### src/design/trimmed_mean_pot_filter_macros.svh
// assertion macros for the trimmed mean pot filter
// used by the top level, which provides clk and rst_n in scope
`ifndef TRIMMED_MEAN_POT_FILTER_MACROS_SVH
`define TRIMMED_MEAN_POT_FILTER_MACROS_SVH
`ifndef SYNTH
// check that holds outside reset
`define TMPF_ASSERT(name, prop, msg) \
  name: assert property (@(posedge clk) disable iff (!rst_n) prop) else $error(msg);
// check that also holds across reset
`define TMPF_ASSERT_RST(name, prop, msg) \
  name: assert property (@(posedge clk) prop) else $error(msg);
`else
`define TMPF_ASSERT(name, prop, msg)
`define TMPF_ASSERT_RST(name, prop, msg)
`endif
`endif

### src/design/tmpf_pkg.sv
// shared constants, widths and the arithmetic unit control type
// for the trimmed mean pot filter; no dependencies
package tmpf_pkg;

  localparam int SAMPLE_COUNT   = 10;
  localparam int TRIM_EACH_SIDE = 2;
  localparam int KEPT           = SAMPLE_COUNT - 2 * TRIM_EACH_SIDE;
  localparam bit HAS_KEPT       = (KEPT > 0);
  localparam int AVG_DIV        = HAS_KEPT ? KEPT : 1;

  localparam int MV_W  = 12;
  localparam int PCT_W = 7;
  localparam int IDX_W = $clog2(SAMPLE_COUNT);

  localparam int FULL_SCALE = 3300;
  localparam int PCT_SCALE  = 100;
  localparam logic [MV_W-1:0] FULL_SCALE_MV = MV_W'(FULL_SCALE);

  // working width covers level * 100 and the burst sum
  localparam int ACC_W   = $clog2(FULL_SCALE * PCT_SCALE + 1);
  localparam int RECIP_W = ACC_W + 1;
  localparam int PROD_W  = ACC_W + RECIP_W;

  // floor reciprocals scaled by 2^ACC_W, quotient is low by at most one
  localparam logic [RECIP_W-1:0] RECIP_AVG = RECIP_W'((1 << ACC_W) / AVG_DIV);
  localparam logic [RECIP_W-1:0] RECIP_PCT = RECIP_W'((1 << ACC_W) / FULL_SCALE);

  localparam logic [IDX_W-1:0] LAST_IDX = IDX_W'(SAMPLE_COUNT - 1);
  localparam logic [IDX_W-1:0] SUM_FIRST = IDX_W'(TRIM_EACH_SIDE);
  localparam logic [IDX_W-1:0] SUM_LAST =
    HAS_KEPT ? IDX_W'(SAMPLE_COUNT - TRIM_EACH_SIDE - 1) : IDX_W'(0);

  // arithmetic unit operations
  localparam int OP_W = 3;
  localparam logic [OP_W-1:0] OP_CMP   = 3'd0;
  localparam logic [OP_W-1:0] OP_ADD   = 3'd1;
  localparam logic [OP_W-1:0] OP_SUB   = 3'd2;
  localparam logic [OP_W-1:0] OP_SCALE = 3'd3;
  localparam logic [OP_W-1:0] OP_RMUL  = 3'd4;
  localparam logic [OP_W-1:0] OP_FIX   = 3'd5;

  // divisor select
  localparam logic DSEL_AVG = 1'b0;
  localparam logic DSEL_PCT = 1'b1;

  typedef struct packed {
    logic [OP_W-1:0] op;
    logic            dsel;
  } alu_ctl_t;

endpackage

### src/design/tmpf_store.sv
// sorted sample store: one write port, one registered read port that
// passes a same-cycle write through; depends on tmpf_pkg
module tmpf_store (
  input  logic                      clk,
  input  logic                      we,
  input  logic [tmpf_pkg::IDX_W-1:0] wr_idx,
  input  logic [tmpf_pkg::MV_W-1:0]  wr_data,
  input  logic [tmpf_pkg::IDX_W-1:0] rd_idx,
  output logic [tmpf_pkg::MV_W-1:0]  rd_data
);

  logic [tmpf_pkg::MV_W-1:0] mem_r [tmpf_pkg::SAMPLE_COUNT];
  logic [tmpf_pkg::MV_W-1:0] rd_data_r;

  always_ff @(posedge clk) begin
    if (we && (int'(wr_idx) < tmpf_pkg::SAMPLE_COUNT)) begin
      mem_r[wr_idx] <= wr_data;
    end
    // write-through so an entry written this cycle reads back new
    if (we && (wr_idx == rd_idx)) begin
      rd_data_r <= wr_data;
    end else if (int'(rd_idx) < tmpf_pkg::SAMPLE_COUNT) begin
      rd_data_r <= mem_r[rd_idx];
    end else begin
      rd_data_r <= '0;
    end
  end

  assign rd_data = rd_data_r;

endmodule

### src/design/tmpf_alu.sv
// shared arithmetic unit: compare, add, subtract, scale by 100,
// reciprocal multiply and quotient correction; depends on tmpf_pkg
module tmpf_alu (
  input  tmpf_pkg::alu_ctl_t         ctl,
  input  logic [tmpf_pkg::ACC_W-1:0] a,
  input  logic [tmpf_pkg::ACC_W-1:0] b,
  output logic [tmpf_pkg::ACC_W-1:0] y,
  output logic                       gt
);

  logic [tmpf_pkg::ACC_W-1:0]   div_v;
  logic [tmpf_pkg::RECIP_W-1:0] recip_v;
  logic [tmpf_pkg::PROD_W-1:0]  rm_prod;
  logic [2*tmpf_pkg::ACC_W-1:0] back_full;
  logic [tmpf_pkg::ACC_W-1:0]   rem;
  logic [tmpf_pkg::ACC_W+6:0]   scale_full;

  always_comb begin
    div_v   = (ctl.dsel == tmpf_pkg::DSEL_PCT) ? tmpf_pkg::ACC_W'(tmpf_pkg::FULL_SCALE)
                                               : tmpf_pkg::ACC_W'(tmpf_pkg::AVG_DIV);
    recip_v = (ctl.dsel == tmpf_pkg::DSEL_PCT) ? tmpf_pkg::RECIP_PCT : tmpf_pkg::RECIP_AVG;
    rm_prod    = tmpf_pkg::PROD_W'(a) * tmpf_pkg::PROD_W'(recip_v);
    // b holds the estimated quotient for the correction step
    back_full  = (2*tmpf_pkg::ACC_W)'(b) * (2*tmpf_pkg::ACC_W)'(div_v);
    rem        = a - back_full[tmpf_pkg::ACC_W-1:0];
    scale_full = (tmpf_pkg::ACC_W+7)'(a) * (tmpf_pkg::ACC_W+7)'(tmpf_pkg::PCT_SCALE);
    gt = (a > b);
    unique case (ctl.op)
      tmpf_pkg::OP_CMP:   y = '0;
      tmpf_pkg::OP_ADD:   y = a + b;
      tmpf_pkg::OP_SUB:   y = a - b;
      tmpf_pkg::OP_SCALE: y = scale_full[tmpf_pkg::ACC_W-1:0];
      tmpf_pkg::OP_RMUL:  y = rm_prod[2*tmpf_pkg::ACC_W-1:tmpf_pkg::ACC_W];
      tmpf_pkg::OP_FIX:   y = b + tmpf_pkg::ACC_W'(rem >= div_v);
      default:            y = '0;
    endcase
  end

endmodule

### src/design/trimmed_mean_pot_filter.sv
// Trimmed mean pot filter top level: sequencer, sorted store and shared unit.
// Takes each sample word (clamped to 3300 mV) into a ten-entry store kept in
// ascending order by insertion, one compare and shift per cycle in the shared
// arithmetic unit. Each sample is latched, shifted past every larger entry and
// then written into its slot; in_stall is high while it is inserted.
// The store read port is registered, so each cycle sets up the entry that the
// next cycle compares or adds.
// The tenth sample of a burst also runs the tail: the middle entries are summed
// through the store read port, then the same unit multiplies, corrects, inverts,
// scales, multiplies and corrects, and the result word is loaded once the
// previous result word has been taken. One result word (level_mv, level_percent)
// comes out per burst; then a new burst starts.
// Depends on tmpf_pkg, tmpf_store, tmpf_alu and the assertion macro header.
`include "trimmed_mean_pot_filter_macros.svh"

module trimmed_mean_pot_filter (
  input  logic                            clk,
  input  logic                            rst_n,
  input  logic                            in_valid,
  output logic                            in_stall,
  input  logic [tmpf_pkg::MV_W-1:0]       in_sample_mv,
  output logic                            out_valid,
  input  logic                            out_stall,
  output logic [tmpf_pkg::MV_W-1:0]       out_level_mv,
  output logic [tmpf_pkg::PCT_W-1:0]      out_level_percent
);

  // sequencer states
  localparam logic [3:0] S_IDLE    = 4'd0;
  localparam logic [3:0] S_INS     = 4'd1;
  localparam logic [3:0] S_SUM     = 4'd2;
  localparam logic [3:0] S_AVG_MUL = 4'd3;
  localparam logic [3:0] S_AVG_FIX = 4'd4;
  localparam logic [3:0] S_LEVEL   = 4'd5;
  localparam logic [3:0] S_SCALE   = 4'd6;
  localparam logic [3:0] S_PCT_MUL = 4'd7;
  localparam logic [3:0] S_PCT_FIX = 4'd8;
  localparam logic [3:0] S_EMIT    = 4'd9;

  logic [3:0]                  state_r, state_nxt;
  logic [tmpf_pkg::IDX_W-1:0]  cnt_r, cnt_nxt;      // samples in this burst
  logic [tmpf_pkg::IDX_W-1:0]  pos_r, pos_nxt;      // insertion slot
  logic [tmpf_pkg::IDX_W-1:0]  idx_r, idx_nxt;      // sum walk index
  logic [tmpf_pkg::MV_W-1:0]   v_r, v_nxt;          // clamped sample
  logic [tmpf_pkg::ACC_W-1:0]  acc_r, acc_nxt;      // sum, then scaled level
  logic [tmpf_pkg::ACC_W-1:0]  q_r, q_nxt;          // quotient
  logic [tmpf_pkg::MV_W-1:0]   lvl_r, lvl_nxt;      // inverted mean
  logic                        out_valid_r, out_valid_nxt;
  logic [tmpf_pkg::MV_W-1:0]   out_mv_r, out_mv_nxt;
  logic [tmpf_pkg::PCT_W-1:0]  out_pct_r, out_pct_nxt;

  // store port
  logic                        st_we;
  logic [tmpf_pkg::IDX_W-1:0]  st_wr_idx;
  logic [tmpf_pkg::MV_W-1:0]   st_wr_data;
  logic [tmpf_pkg::IDX_W-1:0]  st_rd_idx;
  logic [tmpf_pkg::MV_W-1:0]   st_rd_data;

  // shared unit
  tmpf_pkg::alu_ctl_t          alu_ctl;
  logic [tmpf_pkg::ACC_W-1:0]  alu_a, alu_b, alu_y;
  logic                        alu_gt;

  logic [tmpf_pkg::MV_W-1:0]   smp_clamped;
  logic                        do_shift;

  tmpf_store u_store (
    .clk     (clk),
    .we      (st_we),
    .wr_idx  (st_wr_idx),
    .wr_data (st_wr_data),
    .rd_idx  (st_rd_idx),
    .rd_data (st_rd_data)
  );

  tmpf_alu u_alu (
    .ctl (alu_ctl),
    .a   (alu_a),
    .b   (alu_b),
    .y   (alu_y),
    .gt  (alu_gt)
  );

  // oversized samples count as full scale
  assign smp_clamped = (in_sample_mv > tmpf_pkg::FULL_SCALE_MV) ? tmpf_pkg::FULL_SCALE_MV
                                                                : in_sample_mv;

  assign in_stall          = (state_r != S_IDLE);
  assign out_valid         = out_valid_r;
  assign out_level_mv      = out_mv_r;
  assign out_level_percent = out_pct_r;

  // a larger entry below the slot moves up one; equal entries stay below
  assign do_shift = (pos_r != '0) && alu_gt;

  always_comb begin
    state_nxt     = state_r;
    cnt_nxt       = cnt_r;
    pos_nxt       = pos_r;
    idx_nxt       = idx_r;
    v_nxt         = v_r;
    acc_nxt       = acc_r;
    q_nxt         = q_r;
    lvl_nxt       = lvl_r;
    out_mv_nxt    = out_mv_r;
    out_pct_nxt   = out_pct_r;
    out_valid_nxt = out_valid_r;
    st_we         = 1'b0;
    st_wr_idx     = pos_r;
    st_wr_data    = v_r;
    // while idle, fetch the top filled entry for the first compare
    st_rd_idx     = cnt_r - tmpf_pkg::IDX_W'(1);
    alu_ctl.op    = tmpf_pkg::OP_CMP;
    alu_ctl.dsel  = tmpf_pkg::DSEL_AVG;
    alu_a         = tmpf_pkg::ACC_W'(st_rd_data);
    alu_b         = tmpf_pkg::ACC_W'(v_r);

    // result word taken
    if (out_valid_r && !out_stall) begin
      out_valid_nxt = 1'b0;
    end

    unique case (state_r)
      S_IDLE: begin
        if (in_valid) begin
          v_nxt     = smp_clamped;
          pos_nxt   = cnt_r;
          state_nxt = S_INS;
        end
      end
      S_INS: begin
        st_we = 1'b1;
        if (do_shift) begin
          st_wr_data = st_rd_data;
          pos_nxt    = pos_r - tmpf_pkg::IDX_W'(1);
          // entry below the next slot for the following compare
          st_rd_idx  = pos_r - tmpf_pkg::IDX_W'(2);
        end else if (cnt_r == tmpf_pkg::LAST_IDX) begin
          cnt_nxt   = '0;
          acc_nxt   = '0;
          idx_nxt   = tmpf_pkg::SUM_FIRST;
          st_rd_idx = tmpf_pkg::SUM_FIRST;
          if (tmpf_pkg::HAS_KEPT) begin
            state_nxt = S_SUM;
          end else begin
            // nothing left after trimming: mean is zero
            q_nxt     = '0;
            state_nxt = S_LEVEL;
          end
        end else begin
          cnt_nxt   = cnt_r + tmpf_pkg::IDX_W'(1);
          state_nxt = S_IDLE;
        end
      end
      S_SUM: begin
        st_rd_idx  = idx_r + tmpf_pkg::IDX_W'(1);
        alu_ctl.op = tmpf_pkg::OP_ADD;
        alu_a      = acc_r;
        alu_b      = tmpf_pkg::ACC_W'(st_rd_data);
        acc_nxt    = alu_y;
        if (idx_r == tmpf_pkg::SUM_LAST) begin
          state_nxt = S_AVG_MUL;
        end else begin
          idx_nxt = idx_r + tmpf_pkg::IDX_W'(1);
        end
      end
      S_AVG_MUL: begin
        alu_ctl.op = tmpf_pkg::OP_RMUL;
        alu_a      = acc_r;
        q_nxt      = alu_y;
        state_nxt  = S_AVG_FIX;
      end
      S_AVG_FIX: begin
        alu_ctl.op = tmpf_pkg::OP_FIX;
        alu_a      = acc_r;
        alu_b      = q_r;
        q_nxt      = alu_y;
        state_nxt  = S_LEVEL;
      end
      S_LEVEL: begin
        alu_ctl.op = tmpf_pkg::OP_SUB;
        alu_a      = tmpf_pkg::ACC_W'(tmpf_pkg::FULL_SCALE_MV);
        alu_b      = q_r;
        lvl_nxt    = alu_y[tmpf_pkg::MV_W-1:0];
        state_nxt  = S_SCALE;
      end
      S_SCALE: begin
        alu_ctl.op = tmpf_pkg::OP_SCALE;
        alu_a      = tmpf_pkg::ACC_W'(lvl_r);
        acc_nxt    = alu_y;
        state_nxt  = S_PCT_MUL;
      end
      S_PCT_MUL: begin
        alu_ctl.op   = tmpf_pkg::OP_RMUL;
        alu_ctl.dsel = tmpf_pkg::DSEL_PCT;
        alu_a        = acc_r;
        q_nxt        = alu_y;
        state_nxt    = S_PCT_FIX;
      end
      S_PCT_FIX: begin
        alu_ctl.op   = tmpf_pkg::OP_FIX;
        alu_ctl.dsel = tmpf_pkg::DSEL_PCT;
        alu_a        = acc_r;
        alu_b        = q_r;
        q_nxt        = alu_y;
        state_nxt    = S_EMIT;
      end
      S_EMIT: begin
        // wait for the output register to free up
        if (!out_valid_r || !out_stall) begin
          out_mv_nxt    = lvl_r;
          out_pct_nxt   = q_r[tmpf_pkg::PCT_W-1:0];
          out_valid_nxt = 1'b1;
          state_nxt     = S_IDLE;
        end
      end
      default: begin
        state_nxt = S_IDLE;
      end
    endcase
  end

  always_ff @(posedge clk) begin
    if (!rst_n) begin
      state_r     <= S_IDLE;
      cnt_r       <= '0;
      out_valid_r <= 1'b0;
    end else begin
      state_r     <= state_nxt;
      cnt_r       <= cnt_nxt;
      out_valid_r <= out_valid_nxt;
    end
  end

  // payload registers
  always_ff @(posedge clk) begin
    pos_r     <= pos_nxt;
    idx_r     <= idx_nxt;
    v_r       <= v_nxt;
    acc_r     <= acc_nxt;
    q_r       <= q_nxt;
    lvl_r     <= lvl_nxt;
    out_mv_r  <= out_mv_nxt;
    out_pct_r <= out_pct_nxt;
  end

  `TMPF_ASSERT(a_ins_slot, (state_r == S_INS) |-> (pos_r <= cnt_r), "insert slot beyond fill")
  `TMPF_ASSERT(a_emit_end, (state_r == S_EMIT) |-> (cnt_r == '0), "result before burst end")
  `TMPF_ASSERT(a_out_range, out_valid_r |-> ((out_mv_r <= tmpf_pkg::FULL_SCALE_MV) && (int'(out_pct_r) <= tmpf_pkg::PCT_SCALE)), "result out of range")
  `TMPF_ASSERT(a_emit_load, ((state_r == S_EMIT) && (!out_valid_r || !out_stall)) |=> (out_valid_r && (state_r == S_IDLE)), "result word not loaded")
  `TMPF_ASSERT_RST(a_rst_idle, !rst_n |=> ((state_r == S_IDLE) && !out_valid_r && (cnt_r == '0)), "reset not idle")

endmodule
### config.mk
export PLATFORM = sky130hd
export DESIGN_NAME = trimmed_mean_pot_filter
export DESIGN_NICKNAME = d
export VERILOG_FILES = /design/src/design/tmpf_pkg.sv /design/src/design/tmpf_store.sv /design/src/design/tmpf_alu.sv /design/src/design/trimmed_mean_pot_filter.sv
export VERILOG_INCLUDE_DIRS = /design/src /design/src/design
export SDC_FILE = /design/constraint.sdc
export NUM_CORES = 1
export LEC_CHECK = 0
export BUFFER_PORTS_ARGS = -buffer_cell sky130_fd_sc_hd__buf_2
export CAP_MARGIN = 30
export CORE_MARGIN = 3
export CORE_UTILIZATION = 40
export DETAILED_ROUTE_END_ITERATION = 16
export PLACE_DENSITY_LB_ADDON = 0.08
export SLEW_MARGIN = 10
export SYNTH_ARGS = -nofsm -noshare
export SYNTH_HDL_FRONTEND = slang
export SYNTH_SLANG_ARGS = --single-unit
### constraint.sdc
create_clock -name clk -period 27.7 [get_ports clk]
set_input_delay 1.385 -clock clk [delete_from_list [all_inputs] [get_ports clk]]
set_output_delay 1.385 -clock clk [all_outputs]
set_load 0.01 [all_outputs]
==> flow_metrics.env <==
export IMPL_hold_viol=0
export IMPL_min_delay_path_depth=0
export IMPL_clk_path_buf_depth=3
export IMPL_synth_distinct_cells=84
export IMPL_postCtsHoldBufs=0
export IMPL_yosysTopAreaCellShare_pct=26.6
export IMPL_cp_max_fo=52
export IMPL_setup_ws_ns=16.75
export IMPL_cts_sinks=230
export IMPL_path_class="reg2reg"
export IMPL_htreeDepth=1
export IMPL_placement_io_buffers=36
export IMPL_synthesis_area_per_instance_um2=9.96
export IMPL_vias=17154
export IMPL_clk_latency_ns=0.56
export IMPL_synthFlopType="edfxtp_1"
export IMPL_grt_pass1_vias=17703
export IMPL_ys_ff_latch=230
export IMPL_netlist_instances=2371
export IMPL_yosysTopAreaCell="edfxtp_1"
export IMPL_hpwl_um=56900
export IMPL_cp_num_buf_inv=5
export IMPL_ir_drop_mv=0.112
export IMPL_cpLargestDelayFamily="compound AO/OA/AOI/OAI gates"
export IMPL_synthTopCellsByArea="edfxtp_1, fa_1, ha_1"
export IMPL_netlist_area_um2=23600
export IMPL_path_clk_slew_ns=0.07
export IMPL_fmax_mhz=91.3
export IMPL_die_w_um=249
export IMPL_slowest_delay_ns=0.67
export IMPL_synth_edf_count=209
export IMPL_post_place_ws_ns=16.60
export IMPL_grt_max_degree=53
export IMPL_cts_made_buffers=26
export IMPL_ys_warn_count=0
export IMPL_die_area_um2=62000
export IMPL_slew_headroom_pct=34.5
export IMPL_rows=88
export IMPL_dieHeight_um=249
export IMPL_maxSlewViolCount=0
export IMPL_yosysMostFrequentCell="inv_1"
export IMPL_fin_tns_setup_ns=0
export IMPL_crit_top_cell="ha_1"
export IMPL_tritoncts="yes"
export IMPL_p_total_w=0.00253
export IMPL_avgViaCountPerCell=5.38
export IMPL_powerDensity_nw_per_um2=98.7
export IMPL_end_kind="flip-flop"
export IMPL_cap_violations=0
export IMPL_grt_total_usage_pct=22.5
export IMPL_ys_seq_area_share_pct=28.4
export IMPL_drt_first_iter_violations=1186
export IMPL_cts_post_setup_buffers_inserted=0
export IMPL_hp_class="reg2reg"
export IMPL_slowest_stage="clkinv_1"
export IMPL_power_leakage_nw=12.0
export IMPL_drc=0
export IMPL_start_util_pct=40.7
export IMPL_min_period_over_period_pct=39.5
export IMPL_synthTopCellsByCount="inv_1, ha_1, fa_1"
export IMPL_start_kind="flip-flop"
export IMPL_reg2regPathDepth=39
export IMPL_grt_pass1_wl_um=107000
export IMPL_crit_required_ns=27.97
export IMPL_finalSetupViolCount=0
export IMPL_pin_count=37
export IMPL_placed_area_um2=24700
export IMPL_cts_resized=0
export IMPL_status="finished clean"
export IMPL_dr_pass1_iters=5
export IMPL_tightest_slew_ns=0.980
export IMPL_final_area_um2=25600
export IMPL_finalClockSkew_ns=0.0251
export IMPL_gp_congestion=0.943
export IMPL_drt_total_wl_um=70000
export IMPL_arrival_ns=11.22
export IMPL_core_area_um2=58000
export IMPL_grt_overflow_total=0
export IMPL_wire_per_inst_um=22.0
export IMPL_antenna_found_initial=1
export IMPL_syn_to_final_growth_pct=8.33
export IMPL_rsz0062_at_grt="false"
export IMPL_antenna_cells=0
export IMPL_antenna_left=0
export IMPL_drive_above_1_share_pct=6.28
export IMPL_min_period_ns=10.95
export IMPL_nets=2938
export IMPL_cp_num_cells=39
export IMPL_async_flop_share_pct=0
export IMPL_root_buffer="clkbuf_16"
-- registers in the layout, summed over array words and instances, names as in the netlist --
register and cells:
acc_r 19, pos_r 4, state_r 4, u_store.mem_r 120, out_level_percent 7, out_valid 1
q_r 19, idx_r 4, u_store.rd_data 12, cnt_r 4, v_r 12, lvl_r 12
out_level_mv 12
-- cell families (layout without fill, tap and decap cells) --
group | after synthesis | in the layout | share of synthesized area [%]
flops | 230 | 230 | 28.4
buf+inv | 528 | 576 | 8.61
mux | 67 | 67 | 2.89
other cells | 2 | 5 | 0.0318
xor+xnor | 100 | 100 | 3.71
compound gates | 390 | 390 | 11.4
simple gates | 534 | 534 | 10.5
fa+ha+maj | 520 | 520 | 34.5
-- through the flow --
| step | util, % | hold WS, ns | std cells |
|---|---|---|---|
| 2_1_floorplan | - | 0.426 | 2374 |
| 3_3_place_gp | 42.5 | 0.468 | 3133 |
| 5_1_grt | 44.1 | 0.501 | 3187 |
| 3_5_place_dp | 42.7 | 0.465 | 3138 |
| 6_report | 44.1 | 0.476 | 3187 |
| 4_1_cts | 44.1 | 0.484 | 3186 |
-- cell type report --
cell class                      count  area, um^2
Sequential cell                   230        6700
Clock buffer                       33         687
Inverter                          464        1740
Multi-Input combinational cell   1616       14900
Fill cell                        5583       32400
Timing Repair Buffer               64         434
Clock inverter                     15         130
Tap cell                          765         957
-- cells in the final DEF (no fill, tap or decap), types with 55 or more instances in the layout --
master	synthesis	final
a21oi_1	91	89
edfxtp_1	209	209
fa_1	219	219
ha_1	301	301
inv_1	459	459
mux2i_1	57	57
nand2_1	182	182
nor2_1	144	143
o21ai_0	56	55
xnor2_1	75	75
-- worst reg2reg max path: cells and delay by family (launching register included) --
family                     cells  cell delay (ns)
xor gates and xnor gates       1             0.18
DFF                            1             0.64
AOI/OAI and AO/OA             20             4.66
and+or+nand+nor                6             0.92
buffers and inverters          5             1.95
adders and majority gates      7             2.33
-- worst paths after layout --
path | start | endpoint | slack (ns)
max | state_r[0] | q_r[15] | 16.75
min | q_r[4] | out_level_percent[4] | 0.48
max reg2reg | state_r[0] | q_r[15] | 16.75
min reg2reg | q_r[4] | out_level_percent[4] | 0.48
-- metal layers --
metal	vias to the layer above	GRT usage, %	wire length, um
li1	8059	-	-
met1	8532	31.7	31900
met2	477	36.6	32300
met3	86	3.23	4020
met4	0	5.50	1800
met5	-	0	0
-- power by group --
group          internal (W)  leakage, nW  switching, W  total, W
clock network      0.000187        0.396      0.000147  0.000334
logic              0.000700         9.49       0.00108   0.00179
registers          0.000393         2.09     0.0000129  0.000406
total               0.00128         12.0       0.00125   0.00253
(Power assumes the default switching activity.)
